File: config.mk
export PLATFORM = sky130hd
export DESIGN_NAME = info_frame_stuffing_encoder
export DESIGN_NICKNAME = d
export VERILOG_FILES = /design/src/rtl/ifse_pkg.sv /design/src/rtl/info_frame_stuffing_encoder.sv
export VERILOG_INCLUDE_DIRS = /design/src /design/src/rtl
export SDC_FILE = /design/constraint.sdc
export NUM_CORES = 1
export LEC_CHECK = 0
export BUFFER_PORTS_ARGS = -buffer_cell sky130_fd_sc_hd__buf_2
export CORE_MARGIN = 2
export CORE_UTILIZATION = 25
export CTS_BUF_LIST = sky130_fd_sc_hd__clkbuf_8
export DETAILED_ROUTE_END_ITERATION = 6
export HOLD_SLACK_MARGIN = 0.15
export PLACE_DENSITY = 0.53
export SYNTH_ARGS = -nofsm -noshare
export SYNTH_HDL_FRONTEND = slang
export SYNTH_SLANG_ARGS = --single-unit
File: constraint.sdc
create_clock -name clk -period 2.6 [get_ports clk]
set_clock_uncertainty 0.15 [all_clocks]
set_input_delay 0.52 -clock clk [delete_from_list [all_inputs] [get_ports clk]]
set_output_delay 0.52 -clock clk [all_outputs]
set_load 0.05 [all_outputs]
File: src/rtl/info_frame_stuffing_encoder_assert.svh
// Assertion macros shared by the RTL of the info frame stuffing encoder.
// Expects clk and rst_n in the scope of use; no other dependencies.
`ifndef INFO_FRAME_STUFFING_ENCODER_ASSERT_SVH
`define INFO_FRAME_STUFFING_ENCODER_ASSERT_SVH

`ifndef SYNTHESIS

`define IFSE_ASSERT_IMP(label, ante, cons) \
    label: assert property (@(posedge clk) disable iff (!rst_n) (ante) |-> (cons)) \
        else $error("ifse assertion failed");

`define IFSE_ASSERT_NXT(label, ante, cons) \
    label: assert property (@(posedge clk) disable iff (!rst_n) (ante) |=> (cons)) \
        else $error("ifse assertion failed");

`else

`define IFSE_ASSERT_IMP(label, ante, cons)

`define IFSE_ASSERT_NXT(label, ante, cons)

`endif

`endif

File: src/rtl/ifse_pkg.sv
// Package for the info frame stuffing encoder: line codes and stuffing helpers.
// No dependencies.
package ifse_pkg;

    localparam logic [7:0] FLAG_BYTE = 8'h5C;
    localparam logic [7:0] ESC_BYTE  = 8'h5D;
    localparam logic [7:0] ESC_FLAG  = 8'h7C;
    localparam logic [7:0] ESC_ESC   = 8'h7D;
    localparam logic [7:0] CTRL_SEQ0 = 8'h80;
    localparam logic [7:0] CTRL_SEQ1 = 8'hC0;
    localparam logic [7:0] ADDR_RESET = 8'h01;

    function automatic logic needs_stuff(input logic [7:0] b);
        return (b == FLAG_BYTE) || (b == ESC_BYTE);
    endfunction

    // first byte on the line for b
    function automatic logic [7:0] stuff_first(input logic [7:0] b);
        return needs_stuff(b) ? ESC_BYTE : b;
    endfunction

    // second byte of an escape pair
    function automatic logic [7:0] stuff_second(input logic [7:0] b);
        return (b == FLAG_BYTE) ? ESC_FLAG : ESC_ESC;
    endfunction

    function automatic logic [7:0] ctrl_byte(input logic seq);
        return seq ? CTRL_SEQ1 : CTRL_SEQ0;
    endfunction

endpackage

File: src/rtl/info_frame_stuffing_encoder.sv
// Info frame encoder: header, byte-stuffed payload, XOR check byte, closing flag.
// Depends on ifse_pkg and info_frame_stuffing_encoder_assert.svh.
//
//   channel | signals                                        | direction
//   --------+------------------------------------------------+----------
//   in      | in_valid in_ready data_byte sequence_bit last_byte | sink
//   out     | out_valid out_ready out_byte run_last frame_done   | source
//   cfg     | cfg_we cfg_data (frame_address)                    | sink
//
// One output byte per cycle; an input transaction yields 1 to 10 bytes, so it
// holds the input register until its last byte has moved on.
// The next transaction is taken in the cycle the last byte of the current one
// moves into the output register. Out stalls freeze the sequencer.
// Reset clears the frame state, check byte and address (to 1), and empties both stages.
`include "info_frame_stuffing_encoder_assert.svh"

module info_frame_stuffing_encoder
    import ifse_pkg::*;
(
    input  logic       clk,
    input  logic       rst_n,
    input  logic       cfg_we,
    input  logic [7:0] cfg_data,
    input  logic       in_valid,
    output logic       in_ready,
    input  logic [7:0] data_byte,
    input  logic       sequence_bit,
    input  logic       last_byte,
    output logic       out_valid,
    input  logic       out_ready,
    output logic [7:0] out_byte,
    output logic       run_last,
    output logic       frame_done
);

    typedef enum logic [3:0] {
        PH_HDR0, PH_HDR1, PH_HDR2, PH_HDR3, PH_HDR4,
        PH_DAT0, PH_DAT1, PH_CHK0, PH_CHK1, PH_FLAG
    } phase_t;

    logic [7:0] addr_reg;
    logic       inside_reg,  inside_next;
    logic [7:0] acc_reg,     acc_next;

    logic       hold_valid_reg, hold_valid_next;
    phase_t     phase_reg,   phase_next;
    logic [7:0] data_reg,    data_next;
    logic [7:0] chk_reg,     chk_next;
    logic       seq_reg,     seq_next;
    logic       last_reg,    last_next;

    logic       out_valid_reg, out_valid_next;
    logic [7:0] out_byte_reg,  out_byte_next;
    logic       run_last_reg,  run_last_next;
    logic       done_reg,      done_next;

    logic       out_free, step, final_byte, accept;
    logic [7:0] cur_byte, ctrl;
    phase_t     phase_after;

    assign ctrl     = ctrl_byte(seq_reg);
    assign out_free = !out_valid_reg || out_ready;
    assign step     = hold_valid_reg && out_free;

    always_comb
    begin
        cur_byte    = FLAG_BYTE;
        phase_after = PH_FLAG;
        final_byte  = 1'b0;
        unique case (phase_reg)
            PH_HDR0: begin cur_byte = FLAG_BYTE;       phase_after = PH_HDR1; end
            PH_HDR1: begin cur_byte = addr_reg;        phase_after = PH_HDR2; end
            PH_HDR2: begin cur_byte = ctrl;            phase_after = PH_HDR3; end
            PH_HDR3: begin cur_byte = addr_reg ^ ctrl; phase_after = PH_HDR4; end
            PH_HDR4: begin cur_byte = FLAG_BYTE;       phase_after = PH_DAT0; end
            PH_DAT0:
            begin
                cur_byte = stuff_first(data_reg);
                if (needs_stuff(data_reg)) begin
                    phase_after = PH_DAT1;
                end else begin
                    phase_after = PH_CHK0;
                    final_byte  = !last_reg;
                end
            end
            PH_DAT1:
            begin
                cur_byte    = stuff_second(data_reg);
                phase_after = PH_CHK0;
                final_byte  = !last_reg;
            end
            PH_CHK0:
            begin
                cur_byte    = stuff_first(chk_reg);
                phase_after = needs_stuff(chk_reg) ? PH_CHK1 : PH_FLAG;
            end
            PH_CHK1: begin cur_byte = stuff_second(chk_reg); phase_after = PH_FLAG; end
            PH_FLAG: begin cur_byte = FLAG_BYTE; final_byte = 1'b1; end
            default: begin cur_byte = FLAG_BYTE; final_byte = 1'b1; end
        endcase
    end

    assign in_ready = !hold_valid_reg || (step && final_byte);
    assign accept   = in_valid && in_ready;

    always_comb
    begin
        inside_next     = inside_reg;
        acc_next        = acc_reg;
        hold_valid_next = hold_valid_reg;
        phase_next      = phase_reg;
        data_next       = data_reg;
        chk_next        = chk_reg;
        seq_next        = seq_reg;
        last_next       = last_reg;
        out_valid_next  = out_valid_reg && !out_ready;
        out_byte_next   = out_byte_reg;
        run_last_next   = run_last_reg;
        done_next       = done_reg;

        if (step) begin
            out_valid_next = 1'b1;
            out_byte_next  = cur_byte;
            run_last_next  = final_byte;
            done_next      = (phase_reg == PH_FLAG);
            phase_next     = phase_after;
            if (final_byte)
                hold_valid_next = 1'b0;
        end

        if (accept) begin
            hold_valid_next = 1'b1;
            data_next       = data_byte;
            last_next       = last_byte;
            phase_next      = inside_reg ? PH_DAT0 : PH_HDR0;
            seq_next        = inside_reg ? seq_reg : sequence_bit;
            chk_next        = (inside_reg ? acc_reg : 8'h00) ^ data_byte;
            acc_next        = last_byte ? 8'h00 : chk_next;
            inside_next     = !last_byte;
        end
    end

    always_ff @(posedge clk or negedge rst_n)
    begin
        if (!rst_n) begin
            addr_reg       <= ADDR_RESET;
            inside_reg     <= 1'b0;
            acc_reg        <= 8'h00;
            hold_valid_reg <= 1'b0;
            phase_reg      <= PH_HDR0;
            data_reg       <= 8'h00;
            chk_reg        <= 8'h00;
            seq_reg        <= 1'b0;
            last_reg       <= 1'b0;
            out_valid_reg  <= 1'b0;
            out_byte_reg   <= 8'h00;
            run_last_reg   <= 1'b0;
            done_reg       <= 1'b0;
        end else begin
            if (cfg_we)
                addr_reg <= cfg_data;
            inside_reg     <= inside_next;
            acc_reg        <= acc_next;
            hold_valid_reg <= hold_valid_next;
            phase_reg      <= phase_next;
            data_reg       <= data_next;
            chk_reg        <= chk_next;
            seq_reg        <= seq_next;
            last_reg       <= last_next;
            out_valid_reg  <= out_valid_next;
            out_byte_reg   <= out_byte_next;
            run_last_reg   <= run_last_next;
            done_reg       <= done_next;
        end
    end

    assign out_valid  = out_valid_reg;
    assign out_byte   = out_byte_reg;
    assign run_last   = run_last_reg;
    assign frame_done = done_reg;

    // closing flag always ends its transaction
    `IFSE_ASSERT_IMP(a_done_is_flag, out_valid_reg && done_reg,
                     out_byte_reg == FLAG_BYTE && run_last_reg)
    // a last payload byte closes the frame
    `IFSE_ASSERT_NXT(a_last_closes, accept && last_byte, !inside_reg && acc_reg == 8'h00)
    // escape pair: second half follows an escape byte
    `IFSE_ASSERT_IMP(a_pair_order, step && (phase_reg == PH_DAT1 || phase_reg == PH_CHK1),
                     out_byte_reg == ESC_BYTE)
    // a held transaction never skips the header after the frame was closed
    `IFSE_ASSERT_NXT(a_header_open, accept && !inside_reg, phase_reg == PH_HDR0)

endmodule
==> reports/results.tsv, run 1 <==
stage	metric	value	unit
sta	relative slew slack	0.507	
status	status	finished, final reports clean	
route	DRC Markers	0	
yosys	Avg Inst Size Synth	9.33	sq um
yosys	Yosys reg bits	51	
yosys	Post-synth EDFFs	0	
layout	Fillers	1087	
yosys	sequential share of the synthesized area	0.480	
route	DR pass1 iterations	4	
sta	Setup violations, final	0	
sta	hold_ws	0.179	ns
run	Max-cap violations	0	
clock_network	clk_lat worst skew	0.31	ns
layout	area delta synth->final	16.2	%
floorplan	# rows	37	
route	total number of vias	2085	
sta	Final min period	2.53	ns
worst_setup_path	Worst Path Required	1.93	ns
worst_setup_path	Worst Reg2Reg Path Length in Cells	6	
pwr	Worst VDD drop	0.375	mV
layout	final core occ	0.299	
placed_design	dpl ws	0.227	ns
sta	fin. max-slew vios	0	
route	Post-Route WL	6090	um
layout	Layout Nets	340	
pwr	cell area power density	1210	mW/mm^2
yosys	post-synthesis instance area	0.00266	sq mm
global_route	Remaining Overflow, GRT	0	
placed_design	hpwl dp	4380	um
placed_design	DP Area	0.00296	sq mm
layout	fin area	0.00309	sq mm
pwr	total power	3.75	mW
route	final antenna-violating net count	0	
floorplan	Die Y-Extent	107	um
worst_setup_path	crit start category	flop	
worst_setup_path	nature of the critical path endpoint	output pin	
worst_setup_path	Arrival @ worst endpoint	1.86	ns
placed_design	Cells after DPL	443	
layout	commonest non-fill, non-tap cells in the layout	nand2_1 (59), dfrtp_1 (50), buf_2 (33)	
floorplan	IO Pins	35	
clock_network	Max Root-Sink Buffers	2	
yosys	prevailing post-synth register cell	dfrtp_1	
global_route	vias in the first global route	2038	
clock_network	total clock sinks	51	
sta	Tightest Pin Transition	0.740	ns
yosys	YS warnings	0	
layout	share of cells above drive strength 1	0.220	
sta	Setup TNS	0	ns
global_route	antenna violations before repair	0	
yosys	ys async rst share	1.00	
sta	Fmax	396	MHz
route	DR vias/cell	4.59	
clock_network	clock-pin slew on the worst setup and hold paths	0.10	ns
min_path	Hold Crit Class	input pin to async pin	
sta	Final Hold Viols	0	
floorplan	Die Area	0.0115	sq mm
global_route	GR Util All Layers	0.112	
clock_network	Num CTS Buffers	5	
clock_network	CTS root buffer	clkbuf_8	
worst_setup_path	peak fanout along the critical path	3	
sta	RSZ-0062 raised after global routing	yes	
sta	worst setup margin	0.0741	ns
placed_design	Port Buffers	34	
placed_design	gpl congestion	0.757	
route	post-DR wirelength/cell	13.4	um
route	drt initial violations	105	
floorplan	Initial Util	0.258	
clock_network	H-tree Lvls	2	
pwr	Leak	1.37	nW
yosys	Distinct cells, synth	47	
global_route	pin count of the biggest net entering global routing	52	
clock_network	CTS tree	done	
floorplan	core area	0.0103	sq mm
yosys	Mapped Cells	285	
layout	number of diodes	0	
layout	commonest non-fill, non-tap cell in the layout	nand2_1	
yosys	Synth Net Count	308	
floorplan	Die W	107	um
global_route	first-pass GRT wire length	10300	um
sta	period utilization	0.971	
layout	Non-Filler Instances	454	
worst_setup_path	CP Class	flop to output pin	
==> area by class of cell <==
type	instances	area, sq um	share of cell area
clock buffer	5	68.8	0.0223
sequential	51	1280	0.413
tap	136	170	0.0551
timing repair buffer	45	259	0.0838
inverter	6	22.5	0.00729
clock inverter	3	17.5	0.00567
multi-input combinational	208	1270	0.413
==> critical path: stages, from the launching register on <==
cell and delay (ns):
dfrtp_1 0.40, nand4bb_1 0.20, or4_4 0.46, a22oi_2 0.25
o21ai_2 0.09, buf_6 0.16
==> cells by family (layout without fill, tap and decap cells) <==
kind of cell	count (synthesis)	in the layout	share of synthesized area
AO/OA/AOI/OAI	70	70	0.168
flip-flops	51	51	0.480
AND/OR/NAND/NOR	105	105	0.184
multiplexers	16	16	0.0664
XOR/XNOR	17	17	0.0560
buffers and inverters	26	59	0.0452
==> repair_timing <==
item / 4_1_cts / 5_1_grt
pin swaps: 1 / 2
gates resized for setup: 3 / 2
endpoints found under the setup margin: 1 / 3
buffers inserted: 1 / 2
hold buffers: 0 / 0
==> cell usage after synthesis (all sizes together) (2+ instances only) <==
library cell | n | share of area
a21oi | 15 | 0.028
a22oi | 3 | 0.0085
xnor2 | 9 | 0.030
nand2b | 5 | 0.012
nor2b | 6 | 0.014
clkbuf | 12 | 0.017
buf | 8 | 0.020
a211oi | 2 | 0.0056
mux2i | 6 | 0.023
a31oi | 8 | 0.019
nor2 | 15 | 0.022
nand2 | 59 | 0.083
o21ai | 20 | 0.038
xor2 | 8 | 0.026
o21bai | 2 | 0.0056
inv | 6 | 0.0085
a41o | 2 | 0.0075
a41oi | 3 | 0.013
o22ai | 4 | 0.0094
nor3b | 5 | 0.014
dfrtp | 50 | 0.47
o31ai | 6 | 0.017
nor3 | 6 | 0.011
mux2 | 10 | 0.044
==> path summary, 6_finish.rpt <==
| path | startpoint | end | slack (ns) |
|---|---|---|---|
| max in group asynchronous | rst_n | phase_reg[3] | 1.68 |
| min in group clk | cfg_data[6] | addr_reg[6] | 0.29 |
| min reg2reg | out_byte[5] | out_byte[5] | 0.33 |
| min | rst_n | addr_reg[3] | 0.18 |
| max reg2reg | phase_reg[0] | acc_reg[0] | 0.25 |
| max | data_reg[5] | in_ready | 0.07 |
==> report_power, final <==
| group | internal [mW] | switching (mW) | total, mW |
|---|---|---|---|
| sequential | 1.12 | 0.289 | 1.41 |
| clock | 0.187 | 0.266 | 0.453 |
| combinational | 0.733 | 1.15 | 1.88 |
| total | 2.04 | 1.71 | 3.75 |
==> metal layers <==
layer / GRT usage / share of wire
met1: 0.153 / 0.48
met2: 0.179 / 0.46
met3: 0.0292 / 0.048
met4: 0.0195 / 0.0054
met5: 0 / 0
Note: power is estimated with default switching activity, not from simulation.
==> run 2: changes to the inputs <==
PLACE_DENSITY = 0.4   (was 0.53)
==> reports/results.tsv, run 2 (same netlist as run 1, synthesis figures left out) <==
stage	metric	value	unit
clock_network	clk_lat worst skew	0.30	ns
sta	Fmax	392	MHz
sta	relative slew slack	0.552	
clock_network	H-tree Lvls	2	
clock_network	Num CTS Buffers	5	
sta	worst setup margin	0.0477	ns
global_route	first-pass GRT wire length	10800	um
sta	Setup violations, final	0	
placed_design	hpwl dp	4610	um
placed_design	DP Area	0.00302	sq mm
clock_network	clock-pin slew on the worst setup and hold paths	0.09	ns
floorplan	Die Y-Extent	107	um
worst_setup_path	reg-to-reg critical path startpoint	phase_reg[0]	
sta	fin. max-slew vios	0	
worst_setup_path	slowest CP cell	or4_4	
global_route	Remaining Overflow, GRT	0	
worst_setup_path	crit path cell chain	nand4bb_1 > or4_4 > a22oi_2 > o21ai_2 > buf_6	
sta	RSZ-0062 raised after global routing	yes	
sta	Final min period	2.55	ns
route	drt initial violations	64	
floorplan	Die W	107	um
sta	period utilization	0.982	
worst_setup_path	Arrival @ worst endpoint	1.88	ns
worst_setup_path	Critical R2R Capture	acc_reg[2]	
layout	Non-Filler Instances	464	
placed_design	Cells after DPL	449	
min_path	Hold Crit Class	input pin to flop	
worst_setup_path	crit start category	flop	
status	status	finished, final reports clean	
worst_setup_path	Crit. Startpoint	data_reg[5]	
placed_design	gpl congestion	0.749	
worst_setup_path	flop-to-flop setup slack	0.27	ns
route	DR vias/cell	4.62	
worst_setup_path	Worst Reg2Reg Path Length in Cells	6	
route	Post-Route WL	6580	um
sta	Tightest Pin Transition	0.672	ns
layout	commonest non-fill, non-tap cell in the layout	nand2_1	
route	final antenna-violating net count	0	
layout	fin area	0.00319	sq mm
layout	commonest non-fill, non-tap cells in the layout	nand2_1 (59), dfrtp_1 (49), buf_2 (33)	
run	Max-cap violations	0	
layout	Layout Nets	350	
clock_network	total clock sinks	51	
worst_setup_path	CP max stage delay	0.47	ns
worst_setup_path	total stage count of the critical path	5	
pwr	Worst VDD drop	0.432	mV
route	total number of vias	2142	
layout	share of cells above drive strength 1	0.244	
global_route	vias in the first global route	2029	
global_route	antenna violations before repair	0	
route	post-DR wirelength/cell	14.2	um
worst_setup_path	Worst Path Required	1.93	ns
worst_setup_path	CP delay by family, top	simple AND/OR/NAND/NOR gates	
pwr	total power	3.90	mW
pwr	cell area power density	1230	mW/mm^2
layout	area delta synth->final	19.9	%
clock_network	CTS root buffer	clkbuf_8	
floorplan	Die Area	0.0115	sq mm
route	DR pass1 iterations	4	
clock_network	Max Root-Sink Buffers	2	
route	DRC Markers	0	
floorplan	# rows	37	
global_route	pin count of the biggest net entering global routing	52	
floorplan	core area	0.0103	sq mm
placed_design	dpl ws	0.206	ns
worst_setup_path	CP Class	flop to output pin	
global_route	GR Util All Layers	0.121	
worst_setup_path	nature of the critical path endpoint	output pin	
placed_design	Port Buffers	34	
floorplan	Initial Util	0.258	
floorplan	IO Pins	35	
worst_setup_path	worst setup path end	in_ready	
worst_setup_path	peak fanout along the critical path	3	
sta	Setup TNS	0	ns
sta	Final Hold Viols	0	
worst_setup_path	Crit path buffers/inverters	1	
layout	number of diodes	0	
min_path	hold path depth	2	
clock_network	CTS tree	done	
pwr	Leak	1.42	nW
[run 2: cell count changes in the layout (fill, tap and decap cells not counted), sizes merged]
cell | previous run | this run
buf | 45 | 54
clkbuf | 5 | 6
clkinv | 2 | 1
dlygate4sd3 | 0 | 1
[run 2: through the flow]
stage	util	hold WS [ns]
after floorplan	-	0.0744
after global placement	0.292	0.297
after detailed placement	0.292	0.301
after CTS	0.304	0.286
after global routing	0.309	0.277
final	0.309	0.294
[run 2: layout make-up]
type                    count  area (sq um)
well taps                 136           170
fillers                  1093          7140
clock inverters             2          8.76
multi-input cells         208          1270
flip-flops and latches     51          1280
clock buffers               6          82.6
inverters                   6          22.5
repair buffers             55           349
[run 2: what timing repair did]
action	in CTS	in global routing
pin swaps	3	1
buffers inserted	1	5
hold endpoints to repair	50	0
gates cloned	0	0
resized for setup	3	3
endpoints found under the setup margin	1	1
hold buffers	1	0
[run 2: per-layer routing]
metal	vias to the layer above	wire length (um)	track usage
li1	1084	-	-
met1	1010	3430	0.174
met2	43	2870	0.184
met3	5	209	0.0237
met4	0	68	0.0306
met5	-	0	0
[run 2: power by group]
group | internal [mW] | switching, mW | total [mW]
registers | 1.12 | 0.238 | 1.36
clock network | 0.212 | 0.272 | 0.484
logic | 0.825 | 1.23 | 2.06
[run 2: worst min-delay path by stage]
stage               slack, ns        start           to
finish                   0.29  cfg_data[7]  addr_reg[7]
global route             0.28  cfg_data[7]  addr_reg[7]
CTS                      0.29  cfg_data[7]  addr_reg[7]
detailed placement       0.30  out_byte[5]  out_byte[5]
global placement         0.30  out_byte[5]  out_byte[5]
floorplan                0.07        rst_n   acc_reg[0]
[run 2: worst register-to-register path: stages (launching register included)]
cell     delay, ns
dfrtp_2       0.45
buf_4         0.14
xnor2_1       0.13
nor3_2        0.27
a41o_1        0.66
nand2_1       0.21
o31ai_1       0.22
==> run 3: changes to the inputs <==
REMOVE_ABC_BUFFERS = 1   (was not set)
==> reports/results.tsv, run 3 (same netlist as run 1, synthesis figures left out) <==
stage	metric	value	unit
clock_network	clk_lat worst skew	0.30	ns
status	status	finished with violations	
worst_setup_path	CP delay by family, top	simple AND/OR/NAND/NOR gates	
clock_network	CTS root buffer	clkbuf_8	
worst_setup_path	Crit. Startpoint	data_reg[7]	
worst_setup_path	reg-to-reg critical path startpoint	phase_reg[0]	
worst_setup_path	crit path cell chain	nand4bb_4 > or4_4 > a22oi_2 > o21ai_2 > buf_6	
sta	RSZ-0062 raised after global routing	yes	
placed_design	hpwl dp	4760	um
route	DRC Markers	0	
layout	area delta synth->final	18.2	%
floorplan	core area	0.0103	sq mm
worst_setup_path	nature of the critical path endpoint	output pin	
worst_setup_path	Crit path buffers/inverters	1	
pwr	total power	3.85	mW
layout	Non-Filler Instances	458	
run	Max-cap violations	0	
placed_design	Port Buffers	34	
sta	fin. max-slew vios	0	
sta	Tightest Pin Transition	0.792	ns
floorplan	Die Area	0.0115	sq mm
route	final antenna-violating net count	0	
layout	Fillers	1104	
route	DR vias/cell	4.70	
layout	area taken by multi-input logic gates	0.00129	sq mm
pwr	Leak	1.39	nW
worst_setup_path	peak fanout along the critical path	3	
route	post-DR wirelength/cell	14.0	um
route	DR pass1 iterations	4	
route	drt initial violations	93	
sta	Fmax	384	MHz
clock_network	Num CTS Buffers	5	
layout	number of diodes	0	
sta	Final min period	2.60	ns
min_path	hold path startpoint	cfg_data[5]	
sta	worst setup margin	-0.00391	ns
sta	period utilization	1.00	
route	total number of vias	2153	
placed_design	gpl congestion	0.757	
floorplan	Die W	107	um
placed_design	Cells after DPL	448	
min_path	Hold Crit Class	input pin to flop	
pwr	Worst VDD drop	0.347	mV
route	Post-Route WL	6410	um
clock_network	H-tree Lvls	2	
worst_setup_path	crit start category	flop	
sta	Final Hold Viols	0	
clock_network	total clock sinks	51	
clock_network	CTS tree	done	
worst_setup_path	CP Class	flop to output pin	
worst_setup_path	Worst Path Required	1.93	ns
status	violations in the final reports	negative setup slack	
floorplan	# rows	37	
global_route	vias in the first global route	2105	
layout	share of cells above drive strength 1	0.230	
layout	Layout Nets	345	
layout	commonest non-fill, non-tap cell in the layout	nand2_1	
sta	relative slew slack	0.472	
sta	Setup TNS	-0.00391	ns
worst_setup_path	Arrival @ worst endpoint	1.93	ns
global_route	GR Util All Layers	0.120	
worst_setup_path	CP max stage delay	0.53	ns
worst_setup_path	slowest CP cell	or4_4	
global_route	Remaining Overflow, GRT	0	
floorplan	Initial Util	0.258	
sta	Setup violations, final	1	
layout	storage element area	0.00128	sq mm
pwr	cell area power density	1220	mW/mm^2
layout	commonest non-fill, non-tap cells in the layout	nand2_1 (59), dfrtp_1 (50), buf_2 (33)	
clock_network	Max Root-Sink Buffers	2	
global_route	antenna violations before repair	0	
clock_network	clock-pin slew on the worst setup and hold paths	0.10	ns
floorplan	IO Pins	35	
global_route	first-pass GRT wire length	11000	um
global_route	pin count of the biggest net entering global routing	26	
floorplan	Die Y-Extent	107	um
run 3: cell types whose count changed in the layout (fill, tap and decap cells not counted), sizes merged:
cell and change:
buf -5, inv -1
run 3: worst reg2reg max path: stages, from the launching register on:
cell	delay, ns
dfrtp_1	0.47
xnor2_1	0.17
nor3_1	0.30
buf_4	0.18
a41o_1	0.58
nand2_1	0.18
o31ai_1	0.22
run 3: power by group:
group | internal, mW | switching, mW
clock network | 0.210 | 0.266
registers | 1.12 | 0.315
logic | 0.789 | 1.15
total | 2.12 | 1.73
run 3: timing repair:
action | 4_1_cts | 5_1_grt
pin swaps | 1 | 0
resized for setup | 6 | 0
hold buffers | 1 | 0
setup buffers | 2 | 0
endpoints found under the setup margin | 1 | 1
endpoints found under the hold margin | 50 | 0
run 3: path summary, 6_finish.rpt:
kind                               end  slack [ns]  cells after the start
max                           in_ready      -0.004                      5
min                        addr_reg[5]        0.30                      2
max reg2reg                 acc_reg[3]        0.27                      6
min reg2reg                out_byte[5]        0.33                      2
max in group asynchronous  addr_reg[0]        1.38                      3
min in group asynchronous  addr_reg[3]        0.38                      2
run 3: through the flow:
stage / worst slack [ns] / area, sq um / util / hold WS, ns
finish: -0.00391 / 3140 / 0.304 / 0.295
global route: -0.0886 / 3140 / 0.304 / 0.287
CTS: -0.0201 / 3140 / 0.304 / 0.285
detailed placement: 0.116 / 3000 / 0.291 / 0.165
global placement: 0.146 / 3000 / 0.291 / 0.163
floorplan: -0.502 / 2560 / - / 0.0744
run 3: cell type report:
type	count	share of cell area
clock buffer	6	0.0263
clock inverter	1	0.00159
inverter	6	0.00717
multi-input combinational	208	0.409
sequential	51	0.406
tap	136	0.0541
timing repair buffer	50	0.0951
run 3: metal layers:
layer / vias to the layer above / track usage / part of all wire
met5: - / 0 / 0
met4: 0 / 0.0353 / 0.011
met3: 6 / 0.0249 / 0.039
met2: 50 / 0.180 / 0.43
met1: 1029 / 0.174 / 0.52
li1: 1068 / - / -
